File: src/sv/cvc_pkg.sv
// Package for the coffee vending controller: phase enums, register indexes,
// coin codes, and the state, configuration, item and result structs.
// No dependencies; every other file of the block imports it.
package cvc_pkg;

  localparam int unsigned CreditW = 12;
  localparam int unsigned TimerW  = 16;
  localparam int unsigned CoinW   = 8;

  localparam logic [CreditW-1:0] CreditMax = 12'd4095;

  typedef enum logic [1:0] {
    BREW_WAIT   = 2'd0,
    BREW_CUP    = 2'd1,
    BREW_COFFEE = 2'd2,
    BREW_MILK   = 2'd3
  } brew_phase_e;

  typedef enum logic {
    CASH_COLLECT = 1'b0,
    CASH_CHANGE  = 1'b1
  } cash_phase_e;

  typedef enum logic [1:0] {
    CFG_PRICE        = 2'd0,
    CFG_CUP_STEPS    = 2'd1,
    CFG_COFFEE_STEPS = 2'd2,
    CFG_MILK_STEPS   = 2'd3
  } cfg_idx_e;

  // Input coin type codes.
  localparam logic [2:0] COIN_5C   = 3'd0;
  localparam logic [2:0] COIN_10C  = 3'd1;
  localparam logic [2:0] COIN_20C  = 3'd2;
  localparam logic [2:0] COIN_50C  = 3'd3;
  localparam logic [2:0] COIN_100C = 3'd4;
  localparam logic [2:0] COIN_200C = 3'd5;

  // Change pulse codes on the result.
  localparam logic [2:0] CHG_NONE = 3'd0;
  localparam logic [2:0] CHG_5C   = 3'd1;
  localparam logic [2:0] CHG_10C  = 3'd2;
  localparam logic [2:0] CHG_20C  = 3'd3;
  localparam logic [2:0] CHG_50C  = 3'd4;
  localparam logic [2:0] CHG_100C = 3'd5;
  localparam logic [2:0] CHG_200C = 3'd6;

  typedef struct packed {
    logic [CreditW-1:0] price;
    logic [TimerW-1:0]  cup_steps;
    logic [TimerW-1:0]  coffee_steps;
    logic [TimerW-1:0]  milk_steps;
  } cvc_cfg_t;

  typedef struct packed {
    brew_phase_e        brew_phase;
    cash_phase_e        cash_phase;
    logic [CreditW-1:0] credit;
    logic               button_pending;
    logic               enough_pending;
    logic               paid;
    logic               charge;
    logic [TimerW-1:0]  timer;
  } cvc_state_t;

  typedef struct packed {
    logic [2:0] coin_code;
    logic       coin_event;
    logic       button_event;
  } cvc_item_t;

  typedef struct packed {
    logic [CreditW-1:0] credit_now;
    logic [2:0]         change_pulse;
    logic               ready_lamp;
    logic               milk_on;
    logic               coffee_on;
    logic               cup_on;
  } cvc_result_t;

  // Value in cents of an input coin code; unknown codes are worth nothing.
  function automatic logic [CoinW-1:0] coin_value(input logic [2:0] code);
    logic [CoinW-1:0] v;
    case (code)
      COIN_5C:   v = 8'd5;
      COIN_10C:  v = 8'd10;
      COIN_20C:  v = 8'd20;
      COIN_50C:  v = 8'd50;
      COIN_100C: v = 8'd100;
      COIN_200C: v = 8'd200;
      default:   v = 8'd0;
    endcase
    return v;
  endfunction

  // A step count of zero behaves like one.
  function automatic logic [TimerW-1:0] load_steps(input logic [TimerW-1:0] n);
    return (n == '0) ? TimerW'(1) : n;
  endfunction

endpackage

File: src/sv/cvc_cfg_regs.sv
// Configuration register file of the coffee vending controller.
// Depends on cvc_pkg for the register index enum and the config struct.
module cvc_cfg_regs
  import cvc_pkg::*;
(
  input  logic       clk_i,
  input  logic       rst_ni,
  input  logic       wr_en_i,
  input  logic [1:0] wr_index_i,
  input  logic [15:0] wr_data_i,
  output cvc_cfg_t   cfg_o
);

  cvc_cfg_t cfg_q, cfg_d;

  always_comb begin
    cfg_d = cfg_q;
    if (wr_en_i) begin
      unique case (cfg_idx_e'(wr_index_i))
        CFG_PRICE:        cfg_d.price        = wr_data_i[CreditW-1:0];
        CFG_CUP_STEPS:    cfg_d.cup_steps    = wr_data_i;
        CFG_COFFEE_STEPS: cfg_d.coffee_steps = wr_data_i;
        CFG_MILK_STEPS:   cfg_d.milk_steps   = wr_data_i;
        default: ;
      endcase
    end
  end

  always_ff @(posedge clk_i or negedge rst_ni) begin
    if (!rst_ni) begin
      cfg_q.price        <= 12'd50;
      cfg_q.cup_steps    <= 16'd1;
      cfg_q.coffee_steps <= 16'd12;
      cfg_q.milk_steps   <= 16'd12;
    end else begin
      cfg_q <= cfg_d;
    end
  end

  assign cfg_o = cfg_q;

endmodule

File: src/sv/cvc_step.sv
// Combinational step logic: latches the button and coin, advances the brew
// machine and then the money machine. Depends on cvc_pkg.
module cvc_step
  import cvc_pkg::*;
(
  input  cvc_state_t  state_i,
  input  cvc_cfg_t    cfg_i,
  input  cvc_item_t   item_i,
  output cvc_state_t  state_o,
  output cvc_result_t result_o
);

  logic [CreditW:0]   credit_sum;
  logic               expired;
  logic [2:0]         pulse;

  assign credit_sum = {1'b0, state_i.credit} + {{(CreditW+1-CoinW){1'b0}},
                                                coin_value(item_i.coin_code)};
  assign expired    = (state_i.timer[TimerW-1:1] == '0);

  // Next state, in the order button/coin, brew, money.
  always_comb begin
    state_o = state_i;
    pulse   = CHG_NONE;

    if (item_i.button_event) begin
      state_o.button_pending = 1'b1;
    end
    if (item_i.coin_event) begin
      state_o.credit = credit_sum[CreditW] ? CreditMax : credit_sum[CreditW-1:0];
      if (state_o.credit >= cfg_i.price) begin
        state_o.enough_pending = 1'b1;
      end
    end

    unique case (state_i.brew_phase)
      BREW_WAIT: begin
        if (state_o.button_pending && state_o.paid) begin
          state_o.button_pending = 1'b0;
          state_o.paid           = 1'b0;
          state_o.brew_phase     = BREW_CUP;
          state_o.timer          = load_steps(cfg_i.cup_steps);
        end
      end
      BREW_CUP: begin
        if (expired) begin
          state_o.brew_phase = BREW_COFFEE;
          state_o.timer      = load_steps(cfg_i.coffee_steps);
        end else begin
          state_o.timer = state_i.timer - TimerW'(1);
        end
      end
      BREW_COFFEE: begin
        if (expired) begin
          state_o.brew_phase = BREW_MILK;
          state_o.timer      = load_steps(cfg_i.milk_steps);
        end else begin
          state_o.timer = state_i.timer - TimerW'(1);
        end
      end
      BREW_MILK: begin
        if (expired) begin
          state_o.brew_phase = BREW_WAIT;
          state_o.timer      = '0;
          // A price raised during the brew clips the charge at zero credit.
          state_o.credit     = (state_o.credit >= cfg_i.price) ?
                               state_o.credit - cfg_i.price : '0;
          state_o.charge     = 1'b1;
        end else begin
          state_o.timer = state_i.timer - TimerW'(1);
        end
      end
      default: ;
    endcase

    if (state_i.cash_phase == CASH_COLLECT) begin
      if (state_o.enough_pending) begin
        state_o.enough_pending = 1'b0;
        state_o.paid           = 1'b1;
        state_o.cash_phase     = CASH_CHANGE;
      end
    end else if (state_o.charge) begin
      // Greedy change: the largest coin that still fits, one per step.
      if (state_o.credit >= 12'd200) begin
        pulse = CHG_200C;
        state_o.credit = state_o.credit - 12'd200;
      end else if (state_o.credit >= 12'd100) begin
        pulse = CHG_100C;
        state_o.credit = state_o.credit - 12'd100;
      end else if (state_o.credit >= 12'd50) begin
        pulse = CHG_50C;
        state_o.credit = state_o.credit - 12'd50;
      end else if (state_o.credit >= 12'd20) begin
        pulse = CHG_20C;
        state_o.credit = state_o.credit - 12'd20;
      end else if (state_o.credit >= 12'd10) begin
        pulse = CHG_10C;
        state_o.credit = state_o.credit - 12'd10;
      end else if (state_o.credit >= 12'd5) begin
        pulse = CHG_5C;
        state_o.credit = state_o.credit - 12'd5;
      end
      // A remainder below five cents cannot be paid out and stays as credit.
      if (state_o.credit < 12'd5) begin
        state_o.charge     = 1'b0;
        state_o.cash_phase = CASH_COLLECT;
      end
    end
  end

  // Outputs decoded from the phase after this step.
  always_comb begin
    result_o.cup_on       = (state_o.brew_phase == BREW_CUP);
    result_o.coffee_on    = (state_o.brew_phase == BREW_COFFEE);
    result_o.milk_on      = (state_o.brew_phase == BREW_MILK);
    result_o.ready_lamp   = (state_o.brew_phase == BREW_WAIT);
    result_o.change_pulse = pulse;
    result_o.credit_now   = state_o.credit;
  end

endmodule

File: src/sv/coffee_vending_controller.sv
// Top level of the coffee vending controller: input register, step logic,
// state and result registers. Depends on cvc_pkg, cvc_cfg_regs and cvc_step.
//
// Usage. Each request on the slave stream is one machine step carrying a
// button press, a coin flag and a coin type code. Every request yields exactly
// one result on the master stream with the valve and cup outputs, the ready
// lamp, the change coin returned in that step and the credit after the step.
// The configuration channel writes the price and the three step counts; it is
// always ready and must only be used while no request is in flight.
//
// Pipeline and throughput. A request is captured in the input register; when
// the result register is free or draining, the single-pass step logic
// updates the machine state and loads the result register. One request is
// taken every cycle for as long as the receiver keeps up; the rate is set by
// the one state update per cycle.
//
// Stalls and reset. When the receiver holds tready low, the result stays in
// the output register and one more request can still be taken into the input
// register before tready drops on the slave side. Reset clears the machine to
// waiting and collecting with zero credit and loads the register defaults:
// price 50, cup 1 step, coffee and milk 12 steps each.
module coffee_vending_controller
  import cvc_pkg::*;
(
  input  logic        clk_i,
  input  logic        rst_ni,
  // Slave stream, one request per machine step.
  input  logic        s_axis_tvalid_i,
  output logic        s_axis_tready_o,
  // tdata: [0] button_event, [1] coin_event, [4:2] coin_code, [7:5] zero
  input  logic [7:0]  s_axis_tdata_i,
  // Master stream, one result per step.
  output logic        m_axis_tvalid_o,
  input  logic        m_axis_tready_i,
  // tdata: [0] cup_on, [1] coffee_on, [2] milk_on, [3] ready_lamp,
  //        [6:4] change_pulse, [18:7] credit_now, [23:19] zero
  output logic [23:0] m_axis_tdata_o,
  // Configuration write channel.
  input  logic        cfg_valid_i,
  output logic        cfg_ready_o,
  input  logic [1:0]  cfg_index_i,
  input  logic [15:0] cfg_data_i
);

  cvc_cfg_t    cfg;
  cvc_item_t   in_q;
  logic        in_valid_q;
  cvc_state_t  state_q, state_d;
  cvc_result_t result_d, result_q;
  logic        out_valid_q;
  logic        advance;

  // Configuration registers take a write in any cycle.
  assign cfg_ready_o = 1'b1;

  cvc_cfg_regs u_cfg (
    .clk_i      (clk_i),
    .rst_ni     (rst_ni),
    .wr_en_i    (cfg_valid_i),
    .wr_index_i (cfg_index_i),
    .wr_data_i  (cfg_data_i),
    .cfg_o      (cfg)
  );

  // The held request moves on when the result register is free or draining.
  assign advance         = in_valid_q && (!out_valid_q || m_axis_tready_i);
  assign s_axis_tready_o = !in_valid_q || advance;

  always_ff @(posedge clk_i or negedge rst_ni) begin
    if (!rst_ni) begin
      in_valid_q <= 1'b0;
    end else if (s_axis_tready_o) begin
      in_valid_q <= s_axis_tvalid_i;
    end
  end

  always_ff @(posedge clk_i) begin
    if (s_axis_tready_o && s_axis_tvalid_i) begin
      in_q.button_event <= s_axis_tdata_i[0];
      in_q.coin_event   <= s_axis_tdata_i[1];
      in_q.coin_code    <= s_axis_tdata_i[4:2];
    end
  end

  cvc_step u_step (
    .state_i  (state_q),
    .cfg_i    (cfg),
    .item_i   (in_q),
    .state_o  (state_d),
    .result_o (result_d)
  );

  // Machine state advances once per request that moves into the result stage.
  always_ff @(posedge clk_i or negedge rst_ni) begin
    if (!rst_ni) begin
      state_q.brew_phase     <= BREW_WAIT;
      state_q.cash_phase     <= CASH_COLLECT;
      state_q.credit         <= '0;
      state_q.button_pending <= 1'b0;
      state_q.enough_pending <= 1'b0;
      state_q.paid           <= 1'b0;
      state_q.charge         <= 1'b0;
      state_q.timer          <= '0;
    end else if (advance) begin
      state_q <= state_d;
    end
  end

  always_ff @(posedge clk_i or negedge rst_ni) begin
    if (!rst_ni) begin
      out_valid_q <= 1'b0;
    end else if (advance) begin
      out_valid_q <= 1'b1;
    end else if (m_axis_tready_i) begin
      out_valid_q <= 1'b0;
    end
  end

  always_ff @(posedge clk_i) begin
    if (advance) begin
      result_q <= result_d;
    end
  end

  assign m_axis_tvalid_o = out_valid_q;
  assign m_axis_tdata_o  = {5'd0, result_q.credit_now, result_q.change_pulse,
                            result_q.ready_lamp, result_q.milk_on,
                            result_q.coffee_on, result_q.cup_on};

  // Exactly one brew phase output is active in every result.
  a_one_phase: assert property (@(posedge clk_i) disable iff (!rst_ni)
    out_valid_q |-> $onehot({result_q.cup_on, result_q.coffee_on,
                             result_q.milk_on, result_q.ready_lamp}))
    else $error("brew phase outputs not one-hot");

  // Change is paid out only after the brew has finished.
  a_change_idle: assert property (@(posedge clk_i) disable iff (!rst_ni)
    (out_valid_q && result_q.change_pulse != CHG_NONE) |-> result_q.ready_lamp)
    else $error("change returned while brewing");

  // A running brew phase always has a live step timer.
  a_timer_live: assert property (@(posedge clk_i) disable iff (!rst_ni)
    (state_q.brew_phase != BREW_WAIT) |-> (state_q.timer != '0))
    else $error("brew phase active with a zero step timer");

  // State changes only when a request moves into the result stage.
  a_state_hold: assert property (@(posedge clk_i) disable iff (!rst_ni)
    !advance |=> $stable(state_q))
    else $error("machine state changed without a request");

endmodule
File: config.mk
export PLATFORM = sky130hd
export DESIGN_NAME = coffee_vending_controller
export DESIGN_NICKNAME = d
export VERILOG_FILES = /design/src/sv/cvc_pkg.sv /design/src/sv/cvc_cfg_regs.sv /design/src/sv/cvc_step.sv /design/src/sv/coffee_vending_controller.sv
export SDC_FILE = /design/constraint.sdc
export NUM_CORES = 1
export LEC_CHECK = 0
export CAP_MARGIN = 0
export CORE_MARGIN = 5
export CORE_UTILIZATION = 58
export CTS_BUF_LIST = sky130_fd_sc_hd__clkbuf_4
export DETAILED_ROUTE_END_ITERATION = 7
export DONT_BUFFER_PORTS = 1
export PLACE_DENSITY = 0.84
export RECOVER_POWER = 50
export SLEW_MARGIN = 30
export SYNTH_ARGS = -nofsm -noshare
export SYNTH_HDL_FRONTEND = slang
export SYNTH_SLANG_ARGS = --single-unit
File: constraint.sdc
create_clock -name clk_i -period 13.7 [get_ports clk_i]
set_input_delay 2.74 -clock clk_i [delete_from_list [all_inputs] [get_ports clk_i]]
set_output_delay 2.74 -clock clk_i [all_outputs]
set_load 0.1 [all_outputs]
==> impl_metrics.ini <==
[worst_setup_path]
worst_setup_path_start_kind = flop
crit_required_ns = 14.15
worst-endpoint-arrival_ns = 8.70
critPathMaxStageDelay_ns = 0.52
sum_of_buffers_and_inverters_on_the_critical_path = 3
crit_path_end_kind = flop
slowest_stage = a22oi_2
worst-path-max-fanout = 21
crit_path_frequent_cell = ha_1
crit_type = flop to flop
cp_top_family = compound AO/OA/AOI/OAI gates

[sta]
maxSlewViolCount = 38
worst_slew_margin_rel_pct = -9.261
final_setup_skew_ns = 0.03214
tns_ns = 0
final_critical_path_share_of_the_clock_period_pct = 60.25
max_clock_freq_mhz = 121.1
layout_min_cycle_time_ns = 8.254
setup-violations-final = 0
timing_worst_slew_pin_value_ns = 1.639
rsz0062_at_grt = false
report.final.hold_viol_count = 0

[floorplanning]
dieHeight_um = 133.1
floorplan.initialDensity_pct = 58.50
num_io_pins = 58
floorplan.die.width_um = 133.1
die_area_mm2 = 0.01773
floorplan.rows = 45
core_region_area_mm2 = 0.01503

[route]
drt_pre_antenna_iters = 5
remaining_design_rule_violation_count = 0
wirelength_um = 22890
vias_per_cell = 6.723
final_antenna_net_count = 0
drt_iter0_markers = 825
via_count = 7597
drt_wl_cell_um = 20.26

[yosys]
synth_area_leaders = dfrtp_1, edfxtp_1, mux2_2, ha_1, a21oi_1
ys_seq_elements = 121
synth_cells = 948
synth.lib_cells_used.distinct = 99
synth_top_family_by_area = compound AO/OA/AOI/OAI gates
yosys.area_share.simple_pct = 16.45
post_synthesis_share_of_cell_area_spent_on_xor_and_xnor_gates_pct = 3.471
yosys.area_share.adder_pct = 7.426
synth.avg_cell_area_um2 = 9.277
synth-main-ff-cell = dfrtp_1
synth_common_cells = nand2_1, dfrtp_1, a21oi_1
synth_compound_area_share_pct = 24.53
ys_warn_count = 0
synth_most_common_cell = nand2_1
postSynth.asyncResetShare_pct = 80.17
portion_of_the_post_synthesis_area_used_by_sequential_elements_pct = 35.91
top_area_cell_type_share_of_the_netlist_area_pct = 25.32
synth_enable_flop_cells = 24
synth.area.mux_share_pct = 7.654
synth_largest_area_cell = dfrtp_1
mappedNetlistArea_mm2 = 0.008795

[global_route]
grt_overflow_total = 0
groute.usage.overall_pct = 25.85
maximum_number_of_pins_on_one_net_before_global_route_repair = 98
grt_pass1_wl_um = 37200
antenna_found_initial = 0
grt_pass1_vias = 7283

[placed_design]
place.detailed.instances = 1097
io_buffers = 0
dp.final_hpwl_um = 17030
placer_congestion = 0.9646

[clock_network]
clk_transition_reported_paths_ns = 0.12
cts_tree = built
hold_buffers = 0
post-cts-setup-buffer-count = 0
post_cts_resized = 0
insertion_delay_ns = 0.58
cts_made_buffers = 17
clock_tree.buffer_depth = 2
cts.htree.levels = 4
clk_root_buffer_cell = clkbuf_4
cts_num_sinks = 121

[job]
timing.max_cap.violations = 1

[power]
ir_drop_mv = 0.1253
totalPowerFinal_uw = 2203
static-leakage-power_uw = 0.003736
power.density_mw_per_mm2 = 241.7

[finish]
syn2layout_area_growth_pct = 3.642
fillCellCount = 1282
drive_gt1_share_pct = 14.54
stdcell_count = 1130
n_antenna_cell = 0
final_nets = 1011

[hold_path]
timing.hold.worst.class = flop to flop

[status]
outcome = finished, violations left
violations_in_the_final_reports = capacitance limit, slew limit
==> cell usage in the layout, fill, tap and decap left out, types with 24 or more instances in the layout <==
master    count
edfxtp_1     24
inv_1        36
ha_1         49
xnor2_1      27
mux2_2       58
o21ai_0      54
nand2_1     101
nor2_1       60
a21oi_1      80
dfrtp_1      89
==> metrics by stage <==
stage / util, % / setup WS, ns / hold slack (ns) / cell area, um2
finish: 60.63 / 5.446 / 0.5037 / 9115
global route: 60.63 / 5.035 / 0.5351 / 9115
CTS: 60.78 / 5.707 / 0.5050 / 9138
detailed placement: 58.96 / 5.761 / 0.4812 / 8864
global placement: 58.78 / 5.820 / 0.4482 / 8836
floorplan: - / 7.218 / 0.4429 / 8810
==> cells by family (layout without fill, tap and decap cells) <==
family,count (synthesis),after routing
muxes,60,60
adders and majority gates,51,51
AOI/OAI and AO/OA,306,306
and+or+nand+nor,287,287
DFF,121,121
buffers and inverters,87,77
xor gates and xnor gates,34,34
other,2,6
==> power by group <==
part | switching [uW] | internal (uW) | leakage [uW] | total [uW]
Combinational | 754 | 468 | 0.00221 | 1220
Clock | 155 | 96.3 | 0.000148 | 251
Sequential | 246 | 484 | 0.00138 | 729
==> metal layers <==
layer / global-route usage, % / wire (um) / part of all wire [%] / vias up
met5: 0 / 0 / 0 / -
met4: 7.771 / 504 / 2.2 / 0
met3: 7.289 / 2059 / 9.0 / 50
met2: 40.60 / 10650 / 47 / 377
met1: 35.04 / 9679 / 42 / 3665
li1: - / - / - / 3505
==> registers in the layout (all words and copies together) (netlist names) <==
| register | cells |
|---|---|
| m_axis_tdata_o | 19 |
| m_axis_tvalid_o | 1 |
| state_q | 35 |
| in_q | 5 |
| u_cfg.cfg_o | 60 |
| in_valid_q | 1 |
==> worst reg2reg max path: stages, from the launching register on <==
cell,delay (ns)
edfxtp_1,0.50
nor3_1,0.26
ha_1,0.21
inv_1,0.06
fa_1,0.40
nand2b_1,0.20
a211oi_2,0.44
o21ai_1,0.14
buf_4,0.23
a31oi_1,0.46
ha_1,0.42
a21oi_2,0.20
o21ai_2,0.10
a221o_1,0.43
o21a_4,0.32
a22oi_2,0.52
inv_1,0.35
ha_1,0.31
nand2_1,0.08
nand2_1,0.06
a211o_1,0.32
a31oi_1,0.49
nand2_2,0.27
a221oi_1,0.42
nor3b_1,0.37
o2111ai_1,0.23
nor4_2,0.24
a21oi_1,0.11
==> cell type report <==
class                      count  area [um2]  area share [%]
inverter                      38       142.6           1.565
clock buffer                  18       135.1           1.483
sequential                   121        3158           34.65
timing repair buffer           7       72.57          0.7962
clock inverter                14       138.9           1.524
multi-input combinational    744        5233           57.41
tap                          188       235.2           2.581
==> worst paths after layout <==
path / startpoint / to / slack (ns) / cells past startpoint
max: in_q[3] / state_q[32] / 5.45 / 27
min: state_q[17] / state_q[19] / 0.50 / 1
max reg2reg: in_q[3] / state_q[32] / 5.45 / 27
min reg2reg: state_q[17] / state_q[19] / 0.50 / 1
max in group asynchronous: rst_ni / u_cfg.cfg_o[52] / 11.62 / 0
min in group asynchronous: rst_ni / u_cfg.cfg_o[41] / 1.83 / 0
No activity file was read; power rests on OpenSTA's default activity.
